$ cat config.mk
export PLATFORM = sky130hd
export DESIGN_NAME = tbsf_sqrt
export DESIGN_NICKNAME = d
export VERILOG_FILES = /design/src/sv/tbsf_pkg.sv /design/src/sv/tbsf_sqrt.sv
export SDC_FILE = /design/constraint.sdc
export NUM_CORES = 2
export LEC_CHECK = 0
export BUFFER_PORTS_ARGS = -buffer_cell sky130_fd_sc_hd__buf_2
export CORE_ASPECT_RATIO = 0.7
export CORE_MARGIN = 2
export CORE_UTILIZATION = 60
export CTS_BUF_LIST = sky130_fd_sc_hd__clkbuf_2 sky130_fd_sc_hd__clkbuf_4 sky130_fd_sc_hd__clkbuf_8
export CTS_CLUSTER_SIZE = 12
export DETAILED_ROUTE_END_ITERATION = 7
export GPL_TIMING_DRIVEN = 0
export HOLD_SLACK_MARGIN = 0.12
export PLACE_DENSITY_LB_ADDON = 0.1
export SLEW_MARGIN = 15
export SYNTH_ARGS = -nofsm -noshare
export SYNTH_HDL_FRONTEND = slang
export SYNTH_MEMORY_MAX_BITS = 65536
export SYNTH_SLANG_ARGS = --single-unit
$ cat constraint.sdc
create_clock -name clk -period 5.2 [get_ports clk]
set_clock_uncertainty 0.2 [all_clocks]
set_input_delay 0.26 -clock clk [delete_from_list [all_inputs] [get_ports clk]]
set_output_delay 0.26 -clock clk [all_outputs]
set_load 0.02 [all_outputs]
$ cat src/sv/tbsf_pkg.sv
// shared widths, register indexes, saturation limits and struct types
// for the two-body spring force unit; no dependencies
package tbsf_pkg;

    // fixed field widths
    localparam int COORD_W   = 32;
    localparam int MAG_W     = 32;
    localparam int LEN_W     = 33;
    localparam int SUM_W     = 65;
    localparam int KPROD_W   = COORD_W + LEN_W;
    localparam int WIDE_W    = 64;
    localparam int FORCE_W   = 48;
    localparam int CFG_IDX_W = 2;

    // configuration register indexes
    localparam logic [CFG_IDX_W-1:0] CFG_STIFFNESS   = 2'd0;
    localparam logic [CFG_IDX_W-1:0] CFG_REST_LENGTH = 2'd1;

    // register reset values
    localparam logic [COORD_W-1:0] STIFFNESS_RESET   = 32'h0001_0000;
    localparam logic [COORD_W-1:0] REST_LENGTH_RESET = 32'h0000_0000;

    // saturation limits
    localparam logic [FORCE_W-1:0] FORCE_MAX  = 48'h7FFF_FFFF_FFFF;
    localparam logic [FORCE_W-1:0] FORCE_MIN  = 48'h8000_0000_0000;
    localparam logic [FORCE_W-1:0] ENERGY_MAX = 48'hFFFF_FFFF_FFFF;

    // per-word flags from the front end
    typedef struct packed {
        logic a_mov;
        logic b_mov;
        logic neg_dx;
        logic neg_dy;
    } tbsf_flags_t;

    // control for force distribution
    typedef struct packed {
        logic a_mov;
        logic b_mov;
        logic neg_x;
        logic neg_y;
        logic zero_len;
    } tbsf_ctl_t;

    // one result word
    typedef struct packed {
        logic [FORCE_W-1:0] force_a_x;
        logic [FORCE_W-1:0] force_a_y;
        logic [FORCE_W-1:0] force_b_x;
        logic [FORCE_W-1:0] force_b_y;
        logic [FORCE_W-1:0] spring_energy;
    } tbsf_result_t;

endpackage

$ cat src/sv/tbsf_sqrt.sv
// pipelined integer square root, one result bit per stage
// depends on tbsf_pkg
module tbsf_sqrt #(
    parameter int SIDE_W = 1
) (
    input  logic                         clk,
    input  logic                         rst_n,
    input  logic                         en,
    input  logic                         in_valid,
    input  logic [tbsf_pkg::SUM_W-1:0]   radicand,
    input  logic [SIDE_W-1:0]            side_in,
    output logic                         out_valid,
    output logic [tbsf_pkg::LEN_W-1:0]   root,
    output logic [SIDE_W-1:0]            side_out
);
    import tbsf_pkg::*;

    localparam int STAGES = LEN_W;
    localparam int PAD_W  = 2 * LEN_W;
    localparam int REM_W  = LEN_W + 3;
    localparam int CMP_W  = REM_W + 2;

    logic [STAGES-1:0] vld_reg;
    logic [PAD_W-1:0]  rad_reg   [STAGES];
    logic [REM_W-1:0]  rem_reg   [STAGES];
    logic [LEN_W-1:0]  root_reg  [STAGES];
    logic [SIDE_W-1:0] side_reg  [STAGES];
    logic [PAD_W-1:0]  rad_next  [STAGES];
    logic [REM_W-1:0]  rem_next  [STAGES];
    logic [LEN_W-1:0]  root_next [STAGES];

    // one trial subtract per stage, pairs taken from the top down
    always_comb
    begin
        logic [REM_W-1:0] r_in;
        logic [LEN_W-1:0] q_in;
        logic [PAD_W-1:0] d_in;
        logic [CMP_W-1:0] cur;
        logic [CMP_W-1:0] trial;
        for (int s = 0; s < STAGES; s++)
        begin
            if (s == 0)
            begin
                r_in = '0;
                q_in = '0;
                d_in = PAD_W'(radicand);
            end
            else
            begin
                r_in = rem_reg[s-1];
                q_in = root_reg[s-1];
                d_in = rad_reg[s-1];
            end
            cur   = {r_in, d_in[2*(STAGES-1-s) +: 2]};
            trial = CMP_W'({q_in, 2'b01});
            rad_next[s] = d_in;
            if (cur >= trial)
            begin
                rem_next[s]  = REM_W'(cur - trial);
                root_next[s] = {q_in[LEN_W-2:0], 1'b1};
            end
            else
            begin
                rem_next[s]  = cur[REM_W-1:0];
                root_next[s] = {q_in[LEN_W-2:0], 1'b0};
            end
        end
    end

    // valid chain
    always_ff @(posedge clk or negedge rst_n)
    begin
        if (!rst_n)
        begin
            vld_reg <= '0;
        end
        else if (en)
        begin
            vld_reg <= {vld_reg[STAGES-2:0], in_valid};
        end
    end

    // stage data
    always_ff @(posedge clk)
    begin
        if (en)
        begin
            for (int s = 0; s < STAGES; s++)
            begin
                rad_reg[s]  <= rad_next[s];
                rem_reg[s]  <= rem_next[s];
                root_reg[s] <= root_next[s];
                if (s == 0)
                begin
                    side_reg[s] <= side_in;
                end
                else
                begin
                    side_reg[s] <= side_reg[s-1];
                end
            end
        end
    end

    assign out_valid = vld_reg[STAGES-1];
    assign root      = root_reg[STAGES-1];
    assign side_out  = side_reg[STAGES-1];

endmodule

==> metrics.txt <==
outcome completed; Cell Area, Synth 129000 um2; port bufs 104; CP Capture Type register; Async SR Flop Fraction between 1 and 1.5%; worst-path fanout max 10; initial antenna violation count 13; leakage 55.1 nW; Place WS -0.0535 ns; Num CTS Buffers 406; Critical Path Slowest Stage Cell a21oi_1; Gate power share 21.3%; die span in y between 300 and 400 um; synth top area cells edfxtp_1 64%, ha_1 5.8%, xor2_1 3.2%, xnor2_1 3.1%, a21oi_1 2.4%; Antenna Nets Post-Route 0; Tot Pwr 61.4 mW; post-detail-place hpwl 201000 um; sequential share of the synthesized area 64.6%; fin crit share 95.3%; Worst setup SP type register; die area about 220000 um2; Min Clock Period, post-route 4.95 ns; chip width roughly 560 um; Reg power frac 49.3%; clock transition at the registers of the reported paths 0.08 ns; row cnt between 100 and 150; # setup viols final 0; endpoints failing hold 0; PD cells approximately 430 nW/um2; final setup margin 0.245 ns; CTS max path bufs 4; Std-Cell Core Area 214000 um2; total wire length 282000 um; NumNets Final about 11000; Cells after Synth 9963; gr busiest metal met1; proportion of layout cells with a drive suffix above 1 9.25%; Via density 5.79; Clock Latency Late Sink 0.99 ns; Top delay family on crit path compound AO/OA/AOI/OAI gates; final setup TNS 0 ns; switching share of power slightly below 30%; maxcap violations 0; syn_area_per_cell ~13 um2; Max Clock Freq 202 MHz; Syn. warnings 0; root buf cell clkbuf_8; Residual DRC 0; post-synthesis sequential element count 2775; Most used DFF post-synth edfxtp_1; VDD IR max 0.329 mV; Post-synth top cells 2742 x edfxtp_1, 770 x inv_1, 712 x nand2_1, 615 x a21oi_1, 594 x ha_1; GR Util met2 37.8%; CP peak stage delay 0.69 ns; Pins Over Slew Limit 0; gr usage total 25.4%; worst slew pin tran 1.28 ns; 1st-iter DRT viols roughly 8000; post-route cell area 143000 um2; GP Congestion 0.921; Int Power 43.1 mW; Area after DPL approximately 130000 um2; critical path type register to register; drt wl/cell 20.4 um; Vias 80200; required time worst endpoint 5.65 ns; critical path's most frequent cell a21oi_1; first-pass GRT wire length 432000 um; worst min-delay path class register to register; Psw roughly 18 mW; grt met3 use 4.33%; synth unique cells 105; most numerous cell in the Yosys netlist edfxtp_1; area delta synth->final 11.3%; GR Overflow Total 0; CP cell instances inv_1 -> ha_1 -> nor2b_1 -> o21ai_0 -> a21o_1 -> a31oi_1 -> o31ai_1 -> a21oi_1 -> a21oi_1 -> o21a_1 -> clkinv_1 -> clkbuf_1 -> a21oi_1; Post-synth EDFFs 2742; CTS H-tree lvls 5; CTS tree done; IO Count 105; Core Util, Final between 60% and 70%; Largest register FFs roughly 1100; RSZ-0062 raised after global routing no; Initial Utilization 60.3%; vias in the first global route 76500; Slew HR 14.2%; Crit path arrival time 5.40 ns; post-synth top area cell edfxtp_1; clock sink count ~2800; Post-Syn Nets 10600; area fraction of the dominant cell type after synthesis 63.9%; grt met1 use 39.1%; largest net degree at the start of global routing 168; Buf/Inv on CP 3; DRT Pass-1 Iters 6; part of the power in the clock network 29.4%
worst paths after layout:
check	from	to	slack [ns]	cells past startpoint
max	root_reg[0][792]	rem_reg[0][904]	0.25	13
max reg2reg	root_reg[0][792]	rem_reg[0][904]	0.25	13
min reg2reg	rad_reg[0][739]	rad_reg[0][805]	0.19	0
max in group asynchronous	rst_n	vld_reg[14]	3.93	5
min	rad_reg[0][739]	rad_reg[0][805]	0.19	0
min in group asynchronous	rst_n	vld_reg[29]	0.65	5
final cells by class:
| type | count | area, um2 |
|---|---|---|
| diodes | 1 | 2.50 |
| fillers | 15400 | 70400 |
| multi-input cells | 6202 | 42000 |
| flip-flops and latches | 2775 | 83200 |
| well taps | 2880 | 3600 |
| clock inverters | 224 | 1950 |
| inverters | 779 | 2920 |
| clock buffers | 512 | 6400 |
| repair buffers | 268 | 2530 |
| plain buffers | 206 | 837 |
worst register-to-register path, cell delays in order (launching register included):
cell      delay, ns
edfxtp_1       0.67
inv_1          0.12
ha_1           0.37
nor2b_1        0.14
o21ai_0        0.22
a21o_1         0.19
a31oi_1        0.12
o31ai_1        0.29
a21oi_1        0.21
a21oi_1        0.48
o21a_1         0.28
clkinv_1       0.28
clkbuf_1       0.42
a21oi_1        0.70
power groups by stage:
stage | clock network, mW | logic [mW] | registers (mW)
final | 18.1 | 13.1 | 30.3
after global routing | 19.5 | 14.5 | 30.5
after CTS | 18.5 | 12.9 | 30.2
after detailed placement | 0 | 12.7 | 30.7
after global placement | 0 | 12.5 | 32.4
after floorplan | 0 | 9.34 | 29.7
metrics by stage:
| step | std cells | hold slack [ns] |
|---|---|---|
| floorplan | 9963 | -0.236 |
| finish | 13800 | 0.186 |
| detailed placement | 13000 | 0.169 |
| global placement | 12900 | 0.140 |
| CTS | 13800 | 0.176 |
| global route | 13800 | 0.189 |
cell families (layout without fill, tap and decap cells):
family,Yosys count,in the layout,synth area share (%)
fa+ha+maj,594,594,5.77
compound gates,1988,1988,9.54
other cells,1,2,0.00291
flops,2775,2775,64.6
xor+xnor,919,919,6.25
buf+inv,986,1989,2.91
simple gates,2586,2586,9.98
mux,114,114,0.981
placed cells by master (no fill, tap or decap), types with 181 or more instances in the layout:
master	synthesis	layout
xnor2_1	454	454
nand2_1	712	712
xor2_1	465	465
nor2_1	585	585
ha_1	594	594
a21oi_1	615	613
nand3_1	181	181
nor3_1	235	235
o21ai_0	542	542
edfxtp_1	2742	2742
a21o_1	251	251
clkbuf_8	0	409
inv_1	770	770
timing repair:
item,4_1_cts,5_1_grt
endpoints found under the hold margin,674,0
pin swaps,0,1
gates cloned,0,0
resized for setup,1,13
hold buffers,141,0
setup endpoints to repair,15,76
buffers inserted,0,3
per-layer routing:
layer / up-vias / routed length [um]
li1: 38200 / -
met1: 39000 / 134000
met2: 2575 / 123000
met3: 403 / 19400
met4: 2 / 5510
met5: - / 22
Note: power is estimated with default switching activity, not from simulation.
