### src/sv/tbsf_pkg.sv
// shared widths, register indexes, saturation limits and struct types
// for the two-body spring force unit; no dependencies
package tbsf_pkg;

    // fixed field widths
    localparam int COORD_W   = 32;
    localparam int MAG_W     = 32;
    localparam int LEN_W     = 33;
    localparam int SUM_W     = 65;
    localparam int KPROD_W   = COORD_W + LEN_W;
    localparam int WIDE_W    = 64;
    localparam int FORCE_W   = 48;
    localparam int CFG_IDX_W = 2;

    // configuration register indexes
    localparam logic [CFG_IDX_W-1:0] CFG_STIFFNESS   = 2'd0;
    localparam logic [CFG_IDX_W-1:0] CFG_REST_LENGTH = 2'd1;

    // register reset values
    localparam logic [COORD_W-1:0] STIFFNESS_RESET   = 32'h0001_0000;
    localparam logic [COORD_W-1:0] REST_LENGTH_RESET = 32'h0000_0000;

    // saturation limits
    localparam logic [FORCE_W-1:0] FORCE_MAX  = 48'h7FFF_FFFF_FFFF;
    localparam logic [FORCE_W-1:0] FORCE_MIN  = 48'h8000_0000_0000;
    localparam logic [FORCE_W-1:0] ENERGY_MAX = 48'hFFFF_FFFF_FFFF;

    // per-word flags from the front end
    typedef struct packed {
        logic a_mov;
        logic b_mov;
        logic neg_dx;
        logic neg_dy;
    } tbsf_flags_t;

    // control for force distribution
    typedef struct packed {
        logic a_mov;
        logic b_mov;
        logic neg_x;
        logic neg_y;
        logic zero_len;
    } tbsf_ctl_t;

    // one result word
    typedef struct packed {
        logic [FORCE_W-1:0] force_a_x;
        logic [FORCE_W-1:0] force_a_y;
        logic [FORCE_W-1:0] force_b_x;
        logic [FORCE_W-1:0] force_b_y;
        logic [FORCE_W-1:0] spring_energy;
    } tbsf_result_t;

endpackage

### src/sv/tbsf_div.sv
// two-lane pipelined restoring divider with a shared divisor,
// one quotient bit per stage; depends on tbsf_pkg
module tbsf_div #(
    parameter int FRAC_BITS = 16,
    parameter int SIDE_W    = 1
) (
    input  logic                         clk,
    input  logic                         rst_n,
    input  logic                         en,
    input  logic                         in_valid,
    input  logic [tbsf_pkg::MAG_W-1:0]   num_x,
    input  logic [tbsf_pkg::MAG_W-1:0]   num_y,
    input  logic [tbsf_pkg::LEN_W-1:0]   den,
    input  logic [SIDE_W-1:0]            side_in,
    output logic                         out_valid,
    output logic [FRAC_BITS:0]           quo_x,
    output logic [FRAC_BITS:0]           quo_y,
    output logic [SIDE_W-1:0]            side_out
);
    import tbsf_pkg::*;

    localparam int STAGES = FRAC_BITS + 1;
    localparam int Q_W    = FRAC_BITS + 1;
    localparam int DVD_W  = MAG_W + FRAC_BITS;
    localparam int CMP_W  = LEN_W + FRAC_BITS;

    logic [STAGES-1:0] vld_reg;
    logic [LEN_W-1:0]  den_reg   [STAGES];
    logic [DVD_W-1:0]  remx_reg  [STAGES];
    logic [DVD_W-1:0]  remy_reg  [STAGES];
    logic [Q_W-1:0]    qx_reg    [STAGES];
    logic [Q_W-1:0]    qy_reg    [STAGES];
    logic [SIDE_W-1:0] side_reg  [STAGES];
    logic [DVD_W-1:0]  remx_next [STAGES];
    logic [DVD_W-1:0]  remy_next [STAGES];
    logic [Q_W-1:0]    qx_next   [STAGES];
    logic [Q_W-1:0]    qy_next   [STAGES];
    logic [LEN_W-1:0]  den_next  [STAGES];

    // compare against the divisor shifted to this stage's quotient bit
    always_comb
    begin
        logic [DVD_W-1:0] rx_in;
        logic [DVD_W-1:0] ry_in;
        logic [Q_W-1:0]   qx_in;
        logic [Q_W-1:0]   qy_in;
        logic [LEN_W-1:0] d_in;
        logic [CMP_W-1:0] trial;
        for (int s = 0; s < STAGES; s++)
        begin
            if (s == 0)
            begin
                rx_in = {num_x, {FRAC_BITS{1'b0}}};
                ry_in = {num_y, {FRAC_BITS{1'b0}}};
                qx_in = '0;
                qy_in = '0;
                d_in  = den;
            end
            else
            begin
                rx_in = remx_reg[s-1];
                ry_in = remy_reg[s-1];
                qx_in = qx_reg[s-1];
                qy_in = qy_reg[s-1];
                d_in  = den_reg[s-1];
            end
            trial       = CMP_W'(d_in) << (FRAC_BITS - s);
            den_next[s] = d_in;
            if (CMP_W'(rx_in) >= trial)
            begin
                remx_next[s] = DVD_W'(CMP_W'(rx_in) - trial);
                qx_next[s]   = qx_in | (Q_W'(1) << (FRAC_BITS - s));
            end
            else
            begin
                remx_next[s] = rx_in;
                qx_next[s]   = qx_in;
            end
            if (CMP_W'(ry_in) >= trial)
            begin
                remy_next[s] = DVD_W'(CMP_W'(ry_in) - trial);
                qy_next[s]   = qy_in | (Q_W'(1) << (FRAC_BITS - s));
            end
            else
            begin
                remy_next[s] = ry_in;
                qy_next[s]   = qy_in;
            end
        end
    end

    // valid chain
    always_ff @(posedge clk or negedge rst_n)
    begin
        if (!rst_n)
        begin
            vld_reg <= '0;
        end
        else if (en)
        begin
            if (STAGES > 1)
            begin
                vld_reg <= {vld_reg[STAGES-2:0], in_valid};
            end
            else
            begin
                vld_reg <= STAGES'(in_valid);
            end
        end
    end

    // stage data
    always_ff @(posedge clk)
    begin
        if (en)
        begin
            for (int s = 0; s < STAGES; s++)
            begin
                den_reg[s]  <= den_next[s];
                remx_reg[s] <= remx_next[s];
                remy_reg[s] <= remy_next[s];
                qx_reg[s]   <= qx_next[s];
                qy_reg[s]   <= qy_next[s];
                if (s == 0)
                begin
                    side_reg[s] <= side_in;
                end
                else
                begin
                    side_reg[s] <= side_reg[s-1];
                end
            end
        end
    end

    assign out_valid = vld_reg[STAGES-1];
    assign quo_x     = qx_reg[STAGES-1];
    assign quo_y     = qy_reg[STAGES-1];
    assign side_out  = side_reg[STAGES-1];

endmodule

### config.mk
export PLATFORM = sky130hd
export DESIGN_NAME = tbsf_div
export DESIGN_NICKNAME = d
export VERILOG_FILES = /design/src/sv/tbsf_pkg.sv /design/src/sv/tbsf_div.sv
export SDC_FILE = /design/constraint.sdc
export NUM_CORES = 2
export LEC_CHECK = 0
export ABC_CLOCK_PERIOD_IN_PS = 5600
export BUFFER_PORTS_ARGS = -buffer_cell sky130_fd_sc_hd__buf_4
export CORE_ASPECT_RATIO = 1.4
export CORE_MARGIN = 3
export CORE_UTILIZATION = 35
export DETAILED_ROUTE_END_ITERATION = 12
export GPL_ROUTABILITY_DRIVEN = 0
export SLEW_MARGIN = 10
export SYNTH_ARGS = -nofsm -noshare
export SYNTH_HDL_FRONTEND = slang
export SYNTH_SLANG_ARGS = --single-unit
### constraint.sdc
create_clock -name clk -period 5.6 [get_ports clk]
set_input_delay 0.84 -clock clk [delete_from_list [all_inputs] [get_ports clk]]
set_output_delay 0.84 -clock clk [all_outputs]
set_load 0.01 [all_outputs]
==> results.yml <==
pwr:
  combPwrFrac: 0.483
  leakage_nw: 60.41
  p_sw_mw: 33.93
  cellPowerDensity_mw_per_mm2: 545.2
  p_clk_frac: 0.180
  p_int_mw: 49.52
  seqPwrFrac: 0.337
  vdd_drop_max_mv: 0.3240
  p_sw_frac: 0.4066
grt:
  grt_overflow: 0
  antenna_found_initial: 15
  grt_pass1_vias: 105000
  grt_max_degree: 144
  grt_pass1_wl_um: 613100
  track_usage: 0.2005
drt:
  routed-via-count: 101900
  first_iter_violations: 5651
  wl_per_cell_um: 21.99
  routed_via_density: 5.405
  ant_nets: 0
  wl_um: 414600
  route.detailed.drc: 0
  drt_pass1_iterations: 8
timing:
  worstMarginPinSlew_ns: 1.391
  final.min_clock_period_ns: 4.898
  maxSlewViolCount: 0
  finalClockSkew_ns: 0.1078
  clock.fmax_mhz: 204.2
  fin_crit_sh: 0.8747
  tns_ns: 0
  layout_setup_ws_ns: 0.7017
  slew-limit-headroom: 0.07256
  hold_viol: 0
  rsz0062_at_grt: "no"
  setup_viol: 0
yosys:
  synth-edff-count: 2115
  synth_flop_cell: "edfxtp_1"
  synth_area_mm2: 0.1375
  syn_nets: 14530
  yosys_register_bits: 2132
  netlist_top_cells_area: "edfxtp_1 46%, ha_1 10%, a21oi_1 4.7%, xnor2_1 3.7%, o21ai_0 3.3%"
  synth_most_common_cell: "edfxtp_1"
  synth_top_area_frac: 0.4618
  netlist_instances: 13280
  yosys_warnings: 0
  synth_top_area_cell: "edfxtp_1"
  synthArstFlopShare: 0.007974
  synth.distinct_cells: 110
  postSynthAreaPerCell_um2: 10.36
  synth_top_cells_by_count: "2115 x edfxtp_1, 1290 x a21oi_1, 1118 x ha_1"
  yosysSeqAreaShare: 0.4649
clock_network:
  clk_path_buf_depth: 4
  cts.sinks: 2132
  cts_tree: "built"
  cts_root_buf: "clkbuf_16"
  numCtsBuffers: 225
  clk_pin_slew_worst_paths_ns: 0.06
  clkLatencyLatePin_ns: 0.98
  htree_levels: 4
  cts_setup_buffers: 0
worst_setup_path:
  endpoint: "remx_reg[0][419]$_DFFE_PP_"
  cp_max_fo: 57
  startpoint: "den_reg[0][231]$_DFFE_PP_"
  rr_worst_depth: 14
  r2r_end: "remx_reg[0][419]$_DFFE_PP_"
  start_kind: "register"
  crit_arrival_ns: 5.54
  r2r_slack_ns: 0.70
  path_class: "reg -> reg"
  crit_path_end_kind: "register"
  worstPathRequired_ns: 6.24
  r2r-start: "den_reg[0][231]$_DFFE_PP_"
cells_and_area:
  drive_above_1_share: 0.08070
  syn2layout_area_growth_pct: 11.28
  fin_nets: 14720
  utilization: 0.3922
floorplanning:
  rows: 271
  ios: 138
  coreArea_mm2: 0.3903
  die_area_mm2: 0.4006
  die_x_um: 535.8
  die_h_um: 747.7
  initial_core_util: 0.3524
hold_path:
  worst_hold_startpoint: "den[28]"
  hold_path_class: "in -> reg"
placed_design:
  hpwlAfterDp_um: 334000
  portBuffers: 137
  dpl_worst_slack_ns: 0.7203
outcome:
  outcome: "finished, final reports clean"
flow_run:
  cap_violations: 0
-- through the flow --
step | power (mW) | instances | hold WS [ns] | instance area [µm²]
3_3_place_gp | 67.48 | 18410 | 0.4005 | 145500
4_1_cts | 83.23 | 18840 | 0.01043 | 153000
5_1_grt | 88.62 | 18850 | 0.02868 | 153000
2_1_floorplan | 55.20 | 13280 | 0.4003 | 137500
6_report | 83.45 | 18850 | 0.06640 | 153100
3_5_place_dp | 67.86 | 18410 | 0.4045 | 145500
-- kinds of logic after synthesis --
group	share of synthesized area
AOI/OAI and AO/OA	0.1790
and+or+nand+nor	0.1218
DFF	0.4649
buffers and inverters	0.03384
adders and majority gates	0.1064
xor gates and xnor gates	0.06903
muxes	0.02516
-- power by group through the flow --
| stage | Clock, mW | Combinational, mW | Sequential, mW |
|---|---|---|---|
| 6_report | 15.1 | 40.3 | 28.1 |
| 5_1_grt | 16.1 | 44.1 | 28.4 |
| 3_5_place_dp | 0 | 39.6 | 28.3 |
| 3_3_place_gp | 0 | 39.2 | 28.3 |
| 4_1_cts | 15.4 | 39.8 | 28.0 |
| 2_1_floorplan | 0 | 28.9 | 26.3 |
-- worst min-delay path by stage --
stage | to | slack (ns) | cells after the start
floorplan | qx_reg[0][100]$_DFFE_PP_ | 0.40 | 0
global placement | side_reg[1][3]$_DFFE_PP_ | 0.40 | 0
detailed placement | qx_reg[0][100]$_DFFE_PP_ | 0.40 | 0
CTS | den_reg[0][28]$_DFFE_PP_ | 0.01 | 1
global route | den_reg[0][28]$_DFFE_PP_ | 0.03 | 1
finish | den_reg[0][28]$_DFFE_PP_ | 0.07 | 1
-- placed cells by master, fill, tap and decap left out, types with 147 or more instances in the layout --
cell	count
a21oi_1	1286
ha_1	1118
mux2_2	285
o21a_1	147
nand2_1	996
xnor2_1	585
a21o_1	602
nor2b_1	166
nand3_1	259
buf_4	279
xor2_1	499
nand2b_1	169
clkbuf_16	226
o21bai_1	147
nand4_1	178
inv_1	834
nor3_1	213
o21ai_0	914
edfxtp_1	2115
nor2_1	895
-- worst max-delay path, stage by stage, from the launching register on --
cell and delay, ns:
edfxtp_1 0.44, inv_1 0.18, fa_1 0.51, a211oi_1 0.40, o211ai_1 0.24, a32oi_1 0.53, a211oi_1 0.31, a211oi_1 0.39
buf_4 0.22, a21oi_1 0.06, o21ai_0 0.30, buf_4 0.27, nand2_2 0.10, buf_12 0.23, mux2_2 0.33
-- final cells by class --
type	instances	area [µm²]
fillers	37920	237200
multi-input cells	9940	69180
flip-flops and latches	2132	63940
well taps	5187	6490
clock buffers	257	5772
inverters	839	3152
repair buffers	330	2923
clock inverters	157	1572
diodes	10	25.02
-- per-layer routing --
metal,wire length (µm),vias to the layer above,global-route usage,share of wire
li1,-,49710,-,-
met1,128300,48370,0.1654,0.31
met2,224900,2507,0.3960,0.54
met3,11900,1298,0.02151,0.029
met4,49540,4,0.2004,0.12
met5,22,-,0,0.000053
-- repair_timing --
action                     CTS  global route
setup endpoints to repair    0             0
hold endpoints to repair    36             0
gates resized for setup      0             0
hold buffers                20             0
(Power assumes the default switching activity.)
