## src/sv/tbsf_pkg.sv

```systemverilog
// shared widths, register indexes, saturation limits and struct types
// for the two-body spring force unit; no dependencies
package tbsf_pkg;

    // fixed field widths
    localparam int COORD_W   = 32;
    localparam int MAG_W     = 32;
    localparam int LEN_W     = 33;
    localparam int SUM_W     = 65;
    localparam int KPROD_W   = COORD_W + LEN_W;
    localparam int WIDE_W    = 64;
    localparam int FORCE_W   = 48;
    localparam int CFG_IDX_W = 2;

    // configuration register indexes
    localparam logic [CFG_IDX_W-1:0] CFG_STIFFNESS   = 2'd0;
    localparam logic [CFG_IDX_W-1:0] CFG_REST_LENGTH = 2'd1;

    // register reset values
    localparam logic [COORD_W-1:0] STIFFNESS_RESET   = 32'h0001_0000;
    localparam logic [COORD_W-1:0] REST_LENGTH_RESET = 32'h0000_0000;

    // saturation limits
    localparam logic [FORCE_W-1:0] FORCE_MAX  = 48'h7FFF_FFFF_FFFF;
    localparam logic [FORCE_W-1:0] FORCE_MIN  = 48'h8000_0000_0000;
    localparam logic [FORCE_W-1:0] ENERGY_MAX = 48'hFFFF_FFFF_FFFF;

    // per-word flags from the front end
    typedef struct packed {
        logic a_mov;
        logic b_mov;
        logic neg_dx;
        logic neg_dy;
    } tbsf_flags_t;

    // control for force distribution
    typedef struct packed {
        logic a_mov;
        logic b_mov;
        logic neg_x;
        logic neg_y;
        logic zero_len;
    } tbsf_ctl_t;

    // one result word
    typedef struct packed {
        logic [FORCE_W-1:0] force_a_x;
        logic [FORCE_W-1:0] force_a_y;
        logic [FORCE_W-1:0] force_b_x;
        logic [FORCE_W-1:0] force_b_y;
        logic [FORCE_W-1:0] spring_energy;
    } tbsf_result_t;

endpackage

```

## src/sv/tbsf_force.sv

```systemverilog
// force scaling by the unit vector, distribution by the movable flags
// and saturation, three register stages; depends on tbsf_pkg
module tbsf_force #(
    parameter int FRAC_BITS = 16
) (
    input  logic                                     clk,
    input  logic                                     rst_n,
    input  logic                                     en,
    input  logic                                     in_valid,
    input  tbsf_pkg::tbsf_ctl_t                      ctl,
    input  logic [tbsf_pkg::KPROD_W-FRAC_BITS-1:0]   tension,
    input  logic [FRAC_BITS:0]                       quo_x,
    input  logic [FRAC_BITS:0]                       quo_y,
    input  logic [tbsf_pkg::FORCE_W-1:0]             energy,
    output logic                                     out_valid,
    output tbsf_pkg::tbsf_result_t                   result
);
    import tbsf_pkg::*;

    localparam int TEN_W = KPROD_W - FRAC_BITS;
    localparam int TH_W  = TEN_W - COORD_W;
    localparam int Q_W   = FRAC_BITS + 1;
    localparam int PL_W  = COORD_W + Q_W;
    localparam int PH_W  = TH_W + Q_W;
    localparam int FP_W  = TEN_W + Q_W;
    localparam int FM_W  = FP_W - FRAC_BITS;

    // saturate a signed magnitude to the force range
    function automatic logic [FORCE_W-1:0] sat_force(input logic neg,
                                                     input logic [FM_W-1:0] mag);
        logic [WIDE_W-1:0] m;
        m = WIDE_W'(mag);
        if (!neg)
        begin
            sat_force = (m > WIDE_W'(FORCE_MAX)) ? FORCE_MAX : m[FORCE_W-1:0];
        end
        else if (m >= WIDE_W'(FORCE_MIN))
        begin
            sat_force = FORCE_MIN;
        end
        else
        begin
            sat_force = FORCE_W'(0) - m[FORCE_W-1:0];
        end
    endfunction

    logic [2:0]         vld_reg;
    tbsf_ctl_t          ctl1_reg, ctl2_reg;
    logic [FORCE_W-1:0] en1_reg, en2_reg;
    logic [PL_W-1:0]    plx_reg, plx_next, ply_reg, ply_next;
    logic [PH_W-1:0]    phx_reg, phx_next, phy_reg, phy_next;
    logic [FP_W-1:0]    fpx, fpy;
    logic [FM_W-1:0]    fmx_reg, fmx_next, fmy_reg, fmy_next;
    tbsf_result_t       res_reg, res_next;

    // partial products of tension times unit vector
    assign plx_next = PL_W'(tension[COORD_W-1:0]) * PL_W'(quo_x);
    assign phx_next = PH_W'(tension[TEN_W-1:COORD_W]) * PH_W'(quo_x);
    assign ply_next = PL_W'(tension[COORD_W-1:0]) * PL_W'(quo_y);
    assign phy_next = PH_W'(tension[TEN_W-1:COORD_W]) * PH_W'(quo_y);

    // merge partials, zero-length axis gives no force
    assign fpx      = FP_W'(plx_reg) + (FP_W'(phx_reg) << COORD_W);
    assign fpy      = FP_W'(ply_reg) + (FP_W'(phy_reg) << COORD_W);
    assign fmx_next = ctl1_reg.zero_len ? '0 : fpx[FP_W-1:FRAC_BITS];
    assign fmy_next = ctl1_reg.zero_len ? '0 : fpy[FP_W-1:FRAC_BITS];

    // distribute by movable flags
    always_comb
    begin
        res_next.spring_energy = en2_reg;
        priority if (!ctl2_reg.a_mov)
        begin
            res_next.force_a_x = '0;
            res_next.force_a_y = '0;
            res_next.force_b_x = sat_force(ctl2_reg.neg_x, fmx_reg);
            res_next.force_b_y = sat_force(ctl2_reg.neg_y, fmy_reg);
        end
        else if (!ctl2_reg.b_mov)
        begin
            res_next.force_a_x = sat_force(!ctl2_reg.neg_x, fmx_reg);
            res_next.force_a_y = sat_force(!ctl2_reg.neg_y, fmy_reg);
            res_next.force_b_x = '0;
            res_next.force_b_y = '0;
        end
        else
        begin
            res_next.force_a_x = sat_force(!ctl2_reg.neg_x, fmx_reg >> 1);
            res_next.force_a_y = sat_force(!ctl2_reg.neg_y, fmy_reg >> 1);
            res_next.force_b_x = sat_force(ctl2_reg.neg_x, fmx_reg >> 1);
            res_next.force_b_y = sat_force(ctl2_reg.neg_y, fmy_reg >> 1);
        end
    end

    // valid chain
    always_ff @(posedge clk or negedge rst_n)
    begin
        if (!rst_n)
        begin
            vld_reg <= '0;
        end
        else if (en)
        begin
            vld_reg <= {vld_reg[1:0], in_valid};
        end
    end

    // stage data
    always_ff @(posedge clk)
    begin
        if (en)
        begin
            plx_reg  <= plx_next;
            phx_reg  <= phx_next;
            ply_reg  <= ply_next;
            phy_reg  <= phy_next;
            ctl1_reg <= ctl;
            en1_reg  <= energy;
            fmx_reg  <= fmx_next;
            fmy_reg  <= fmy_next;
            ctl2_reg <= ctl1_reg;
            en2_reg  <= en1_reg;
            res_reg  <= res_next;
        end
    end

    assign out_valid = vld_reg[2];
    assign result    = res_reg;

endmodule

```

## config.mk

```make
export PLATFORM = sky130hd
export DESIGN_NAME = tbsf_force
export DESIGN_NICKNAME = d
export VERILOG_FILES = /design/src/sv/tbsf_pkg.sv /design/src/sv/tbsf_force.sv
export SDC_FILE = /design/constraint.sdc
export NUM_CORES = 2
export LEC_CHECK = 0
export ABC_CLOCK_PERIOD_IN_PS = 5200
export BUFFER_PORTS_ARGS = -buffer_cell sky130_fd_sc_hd__buf_2
export CORE_MARGIN = 5
export CORE_UTILIZATION = 55
export CTS_BUF_LIST = sky130_fd_sc_hd__clkbuf_8
export DETAILED_ROUTE_END_ITERATION = 6
export PLACE_DENSITY = 0.72
export SYNTH_ARGS = -nofsm -noshare
export SYNTH_HDL_FRONTEND = slang
export SYNTH_SLANG_ARGS = --single-unit
```

## constraint.sdc

```tcl
create_clock -name clk -period 5.2 [get_ports clk]
set_input_delay 0.78 -clock clk [delete_from_list [all_inputs] [get_ports clk]]
set_output_delay 0.78 -clock clk [all_outputs]
set_load 0.01 [all_outputs]
```

==> impl_summary.md <==
GRT
The number of global-route vias before repair was 73977. The met1 usage is 44.9%. The global routing usage on met2 is 54.5%. The total routing resource utilization after global routing is 34.1%. The wire length of the first global-routing pass is 422 mm. Entering global routing, the biggest net connects 194 pins.

The most utilized layer in the global route result is met2. The initial antenna violation count is 12. Global routing consumed, on the met3 layer, 7.85% of the routing resources. Summed over all layers, the global routing overflow is 0.

STA
Across all setup checks in the final design, the least slack found is -0.817 ns. The count of final max-slew check failures is 0. For the pin with the worst max-slew slack, the measured transition is 1.46 ns. The final hold violation count is 0. For this run, the top clock speed supported by timing is 166 MHz.

Headroom to the max-slew limit came out at 2.37%. The worst path in the final design needs a cycle of 6.02 ns, including I/O delays and setup. The ratio of final minimum period to clock period is 116%. The minimum hold slack is 0.172 ns. Setup repair after global routing could not meet its margin everywhere. Across the routed clock network, the largest skew measured is 0.0419 ns. The setup-violating endpoint count in the final report is 96.

Floorplanning
The starting density of the core is 55.2%. In this run the standard cell core region covers 0.151 mm². In this run the count of I/O pins placed on the die edge is 381. The floorplan step defined a die boundary enclosing 0.160 mm². Measured along the y axis, the die boundary spans 400 µm. The width of the chip is 400 µm. The standard-cell row count is 143.

Final layout
The proportion of layout cells with a drive suffix above 1 is 22.6%. The register with the most flip-flops in the layout has 240 of them. Relative to the synthesized area, the layout overhead comes to 22.5%. Cells fill 67.5% of the core in the end. The final layout contains 12111 nets.

Place
Detailed placement finished with a half-perimeter wire length of 208 mm. The count of buffers added on input and output ports is 380. The congestion estimate from routability-driven global placement came to 1.00.

Logic synthesis
Among all flip-flop cells after synthesis, the most frequent one is sky130_fd_sc_hd__edfxtp_1. After synthesis, the share of flip-flops with an asynchronous set or reset is 0.515%. The top cell type's share of synthesized area is 32.2%. In this run, synthesis produced a sequential element count of 582. Counting every net in the synthesized netlist gives 11152. In this run, synthesis inferred 579 flip-flops with an integrated enable. The number of different library cells used by synthesis comes to 84. Each instance of the synthesized netlist takes up on average 9.10 µm². Of all cell types, the one taking the most synthesized area is sky130_fd_sc_hd__fa_1. For this run, the number of Yosys warnings is 0. Sorting the synthesized cells by area gives the leading types as sky130_fd_sc_hd__fa_1 (32%), sky130_fd_sc_hd__edfxtp_1 (21%), sky130_fd_sc_hd__ha_1 (7.5%). Summing every instance area after synthesis gives 0.0835 mm². The fraction of the yosys area taken by sequential cells is 20.9%. In the synthesized netlist, the number of instances is 9170.

Clocking
The maximum number of buffers from clock root to sink is 3. The CTS sink count is 582. The CTS tree is done. Clock latency on the worst-skew pair, taken at its later pin, is 0.77 ns. The root buffer cell chosen for the clock tree is sky130_fd_sc_hd__clkbuf_8. The number of clock buffers inserted by TritonCTS is 87.

The H-tree level count is 3. The clock transition at the registers of the reported paths is 0.06 ns.

Route
In this run, the number of DRC markers left after iteration 0 of detailed routing was 7588. The number of detailed-route iterations in the first pass is 7. The number of vias per cell is 5.88. The number of DRC violations after detailed routing is 5. The overall via count from detail_route is 71977. Dividing the detail-routed wire length by the instance count gives 22.7 µm. Once detail routing completed, the nets flagged for antenna violations numbered 0.

The total routed wirelength is 278 mm.

Outcome
The flow ran to the end, but the final reports show violations. The final reports fail on design-rule violations, negative setup slack.

Worst setup path
The worst setup path is launched from an input port. At the worst endpoint, the required time is 5.68 ns. The critical path is of the input port to register type.

The endpoint type of the worst setup path is a register. STA puts the critical path data arrival time at 6.49 ns. Along the worst path, the maximum fanout reaches 6.

Run
Max-cap violations in this run came to 0.

Hold path
The tightest min-delay check is of the input port to register type.
-- kinds of logic after synthesis --
family                   count (synthesis)  share of synthesized area [%]
flip-flops                             582                           20.9
buffers and inverters                 2214                           9.96
AO/OA/AOI/OAI                         1436                           10.9
AND/OR/NAND/NOR                       2896                           16.4
XOR/XNOR                               184                           1.93
adder cells (fa/ha/maj)               1842                           39.7
multiplexers                            16                          0.211
-- cells in the mapped netlist (15+ instances only) --
cell	count
sky130_fd_sc_hd__a211oi_1	35
sky130_fd_sc_hd__and3_1	38
sky130_fd_sc_hd__a31oi_1	48
sky130_fd_sc_hd__nand4_1	60
sky130_fd_sc_hd__o31ai_1	37
sky130_fd_sc_hd__or3_1	45
sky130_fd_sc_hd__ha_1	498
sky130_fd_sc_hd__fa_1	1344
sky130_fd_sc_hd__a21boi_0	15
sky130_fd_sc_hd__o211ai_1	21
sky130_fd_sc_hd__nor4_1	38
sky130_fd_sc_hd__and2_1	598
sky130_fd_sc_hd__o22ai_1	148
sky130_fd_sc_hd__a21oi_1	423
sky130_fd_sc_hd__o21a_1	53
sky130_fd_sc_hd__nand2b_1	25
sky130_fd_sc_hd__o311ai_0	21
sky130_fd_sc_hd__buf_1	24
sky130_fd_sc_hd__nor3_1	105
sky130_fd_sc_hd__nand3_1	94
sky130_fd_sc_hd__o311a_1	17
sky130_fd_sc_hd__inv_1	1573
sky130_fd_sc_hd__a21o_1	74
sky130_fd_sc_hd__nor2_1	378
sky130_fd_sc_hd__edfxtp_1	579
sky130_fd_sc_hd__nor2b_1	65
sky130_fd_sc_hd__a221oi_1	100
sky130_fd_sc_hd__or4_1	21
sky130_fd_sc_hd__xor2_1	86
sky130_fd_sc_hd__o21ai_0	309
sky130_fd_sc_hd__or2_2	23
sky130_fd_sc_hd__clkbuf_1	609
sky130_fd_sc_hd__xnor2_1	98
sky130_fd_sc_hd__nand2_1	1360
-- through the flow --
stage | cells | area (µm²) | TNS (ns) | worst slack (ns)
detailed placement | 11860 | 94800 | -160.20 | -1.87
global route | 12230 | 102000 | -59.23 | -0.887
floorplan | 9170 | 86000 | -67.30 | -1.19
finish | 12239 | 102000 | -49.87 | -0.817
CTS | 12159 | 100000 | -36.66 | -0.668
global placement | 11860 | 94800 | -151.40 | -1.78
-- worst paths after layout --
path / start / to / slack, ns / cells after the start
max: quo_y[5] / ply_reg[38]$_DFFE_PP_ / -0.82 / 23
min: energy[17] / en1_reg[17]$_DFFE_PP_ / 0.17 / 1
max reg2reg: fmy_reg[10]$_SDFFCE_PP0P_ / result[91]$_DFFE_PP_ / 0.83 / 9
min reg2reg: en2_reg[15]$_DFFE_PP_ / result[15]$_DFFE_PP_ / 0.41 / 0
max in group asynchronous: rst_n / vld_reg[1]$_DFFE_PN0P_ / 4.72 / 2
min in group asynchronous: rst_n / vld_reg[0]$_DFFE_PN0P_ / 0.36 / 2
-- timing repair --
| action | in CTS | in global routing |
|---|---|---|
| setup endpoints to repair | 103 | 105 |
| gates cloned | 20 | 11 |
| setup buffers | 135 | 77 |
| gates resized for setup | 507 | 380 |
| pin swaps | 280 | 246 |
| endpoints found under the hold margin | 3 | 0 |
| hold buffers | 1 | 0 |
-- area by class of cell --
| type | instances | area [µm²] |
|---|---|---|
| timing repair buffer | 1509 | 13800 |
| tap | 2030 | 2540 |
| clock buffer | 87 | 1200 |
| multi-input combinational | 6374 | 60900 |
| fill | 11587 | 49100 |
| sequential | 582 | 17500 |
| antenna | 11 | 27.5 |
| clock inverter | 71 | 463 |
| inverter | 1575 | 5910 |
-- worst max-delay path, cell delays in order --
cell and delay [ns]:
sky130_fd_sc_hd__buf_16 0.13, sky130_fd_sc_hd__buf_6 0.13, sky130_fd_sc_hd__and2_4 0.13, sky130_fd_sc_hd__fa_1 0.52, sky130_fd_sc_hd__inv_2 0.04, sky130_fd_sc_hd__fa_1 0.48
sky130_fd_sc_hd__fa_1 0.54, sky130_fd_sc_hd__inv_1 0.07, sky130_fd_sc_hd__fa_1 0.46, sky130_fd_sc_hd__fa_1 0.53, sky130_fd_sc_hd__inv_2 0.05, sky130_fd_sc_hd__fa_2 0.57
sky130_fd_sc_hd__inv_2 0.05, sky130_fd_sc_hd__ha_4 0.15, sky130_fd_sc_hd__a21o_1 0.15, sky130_fd_sc_hd__a21o_1 0.18, sky130_fd_sc_hd__a21o_1 0.20, sky130_fd_sc_hd__or3_1 0.34
sky130_fd_sc_hd__a211oi_2 0.27, sky130_fd_sc_hd__buf_4 0.19, sky130_fd_sc_hd__o31ai_4 0.07, sky130_fd_sc_hd__a221oi_2 0.32, sky130_fd_sc_hd__xnor2_1 0.13
-- per-layer routing --
metal  up-vias  wire, µm
li1      31318         -
met1     35331    105000
met2      4347    126000
met3       975     31000
met4         6     16000
met5         -        34
-- placed cells by master (no fill, tap or decap), types with 123 or more instances in the layout --
cell | Yosys | layout
sky130_fd_sc_hd__inv_1 | 1573 | 1501
sky130_fd_sc_hd__nand2_1 | 1360 | 1284
sky130_fd_sc_hd__fa_1 | 1344 | 1260
sky130_fd_sc_hd__buf_4 | 0 | 852
sky130_fd_sc_hd__edfxtp_1 | 579 | 579
sky130_fd_sc_hd__and2_1 | 598 | 522
sky130_fd_sc_hd__ha_1 | 498 | 426
sky130_fd_sc_hd__nor2_1 | 378 | 356
sky130_fd_sc_hd__a21oi_1 | 423 | 354
sky130_fd_sc_hd__buf_2 | 5 | 311
sky130_fd_sc_hd__o21ai_0 | 309 | 262
sky130_fd_sc_hd__o22ai_1 | 148 | 145
sky130_fd_sc_hd__buf_6 | 0 | 130
sky130_fd_sc_hd__buf_12 | 0 | 123
Power is left out: the tool's default activity adds up to more than one toggle a clock period on the data nets, which glitch-free logic cannot reach.
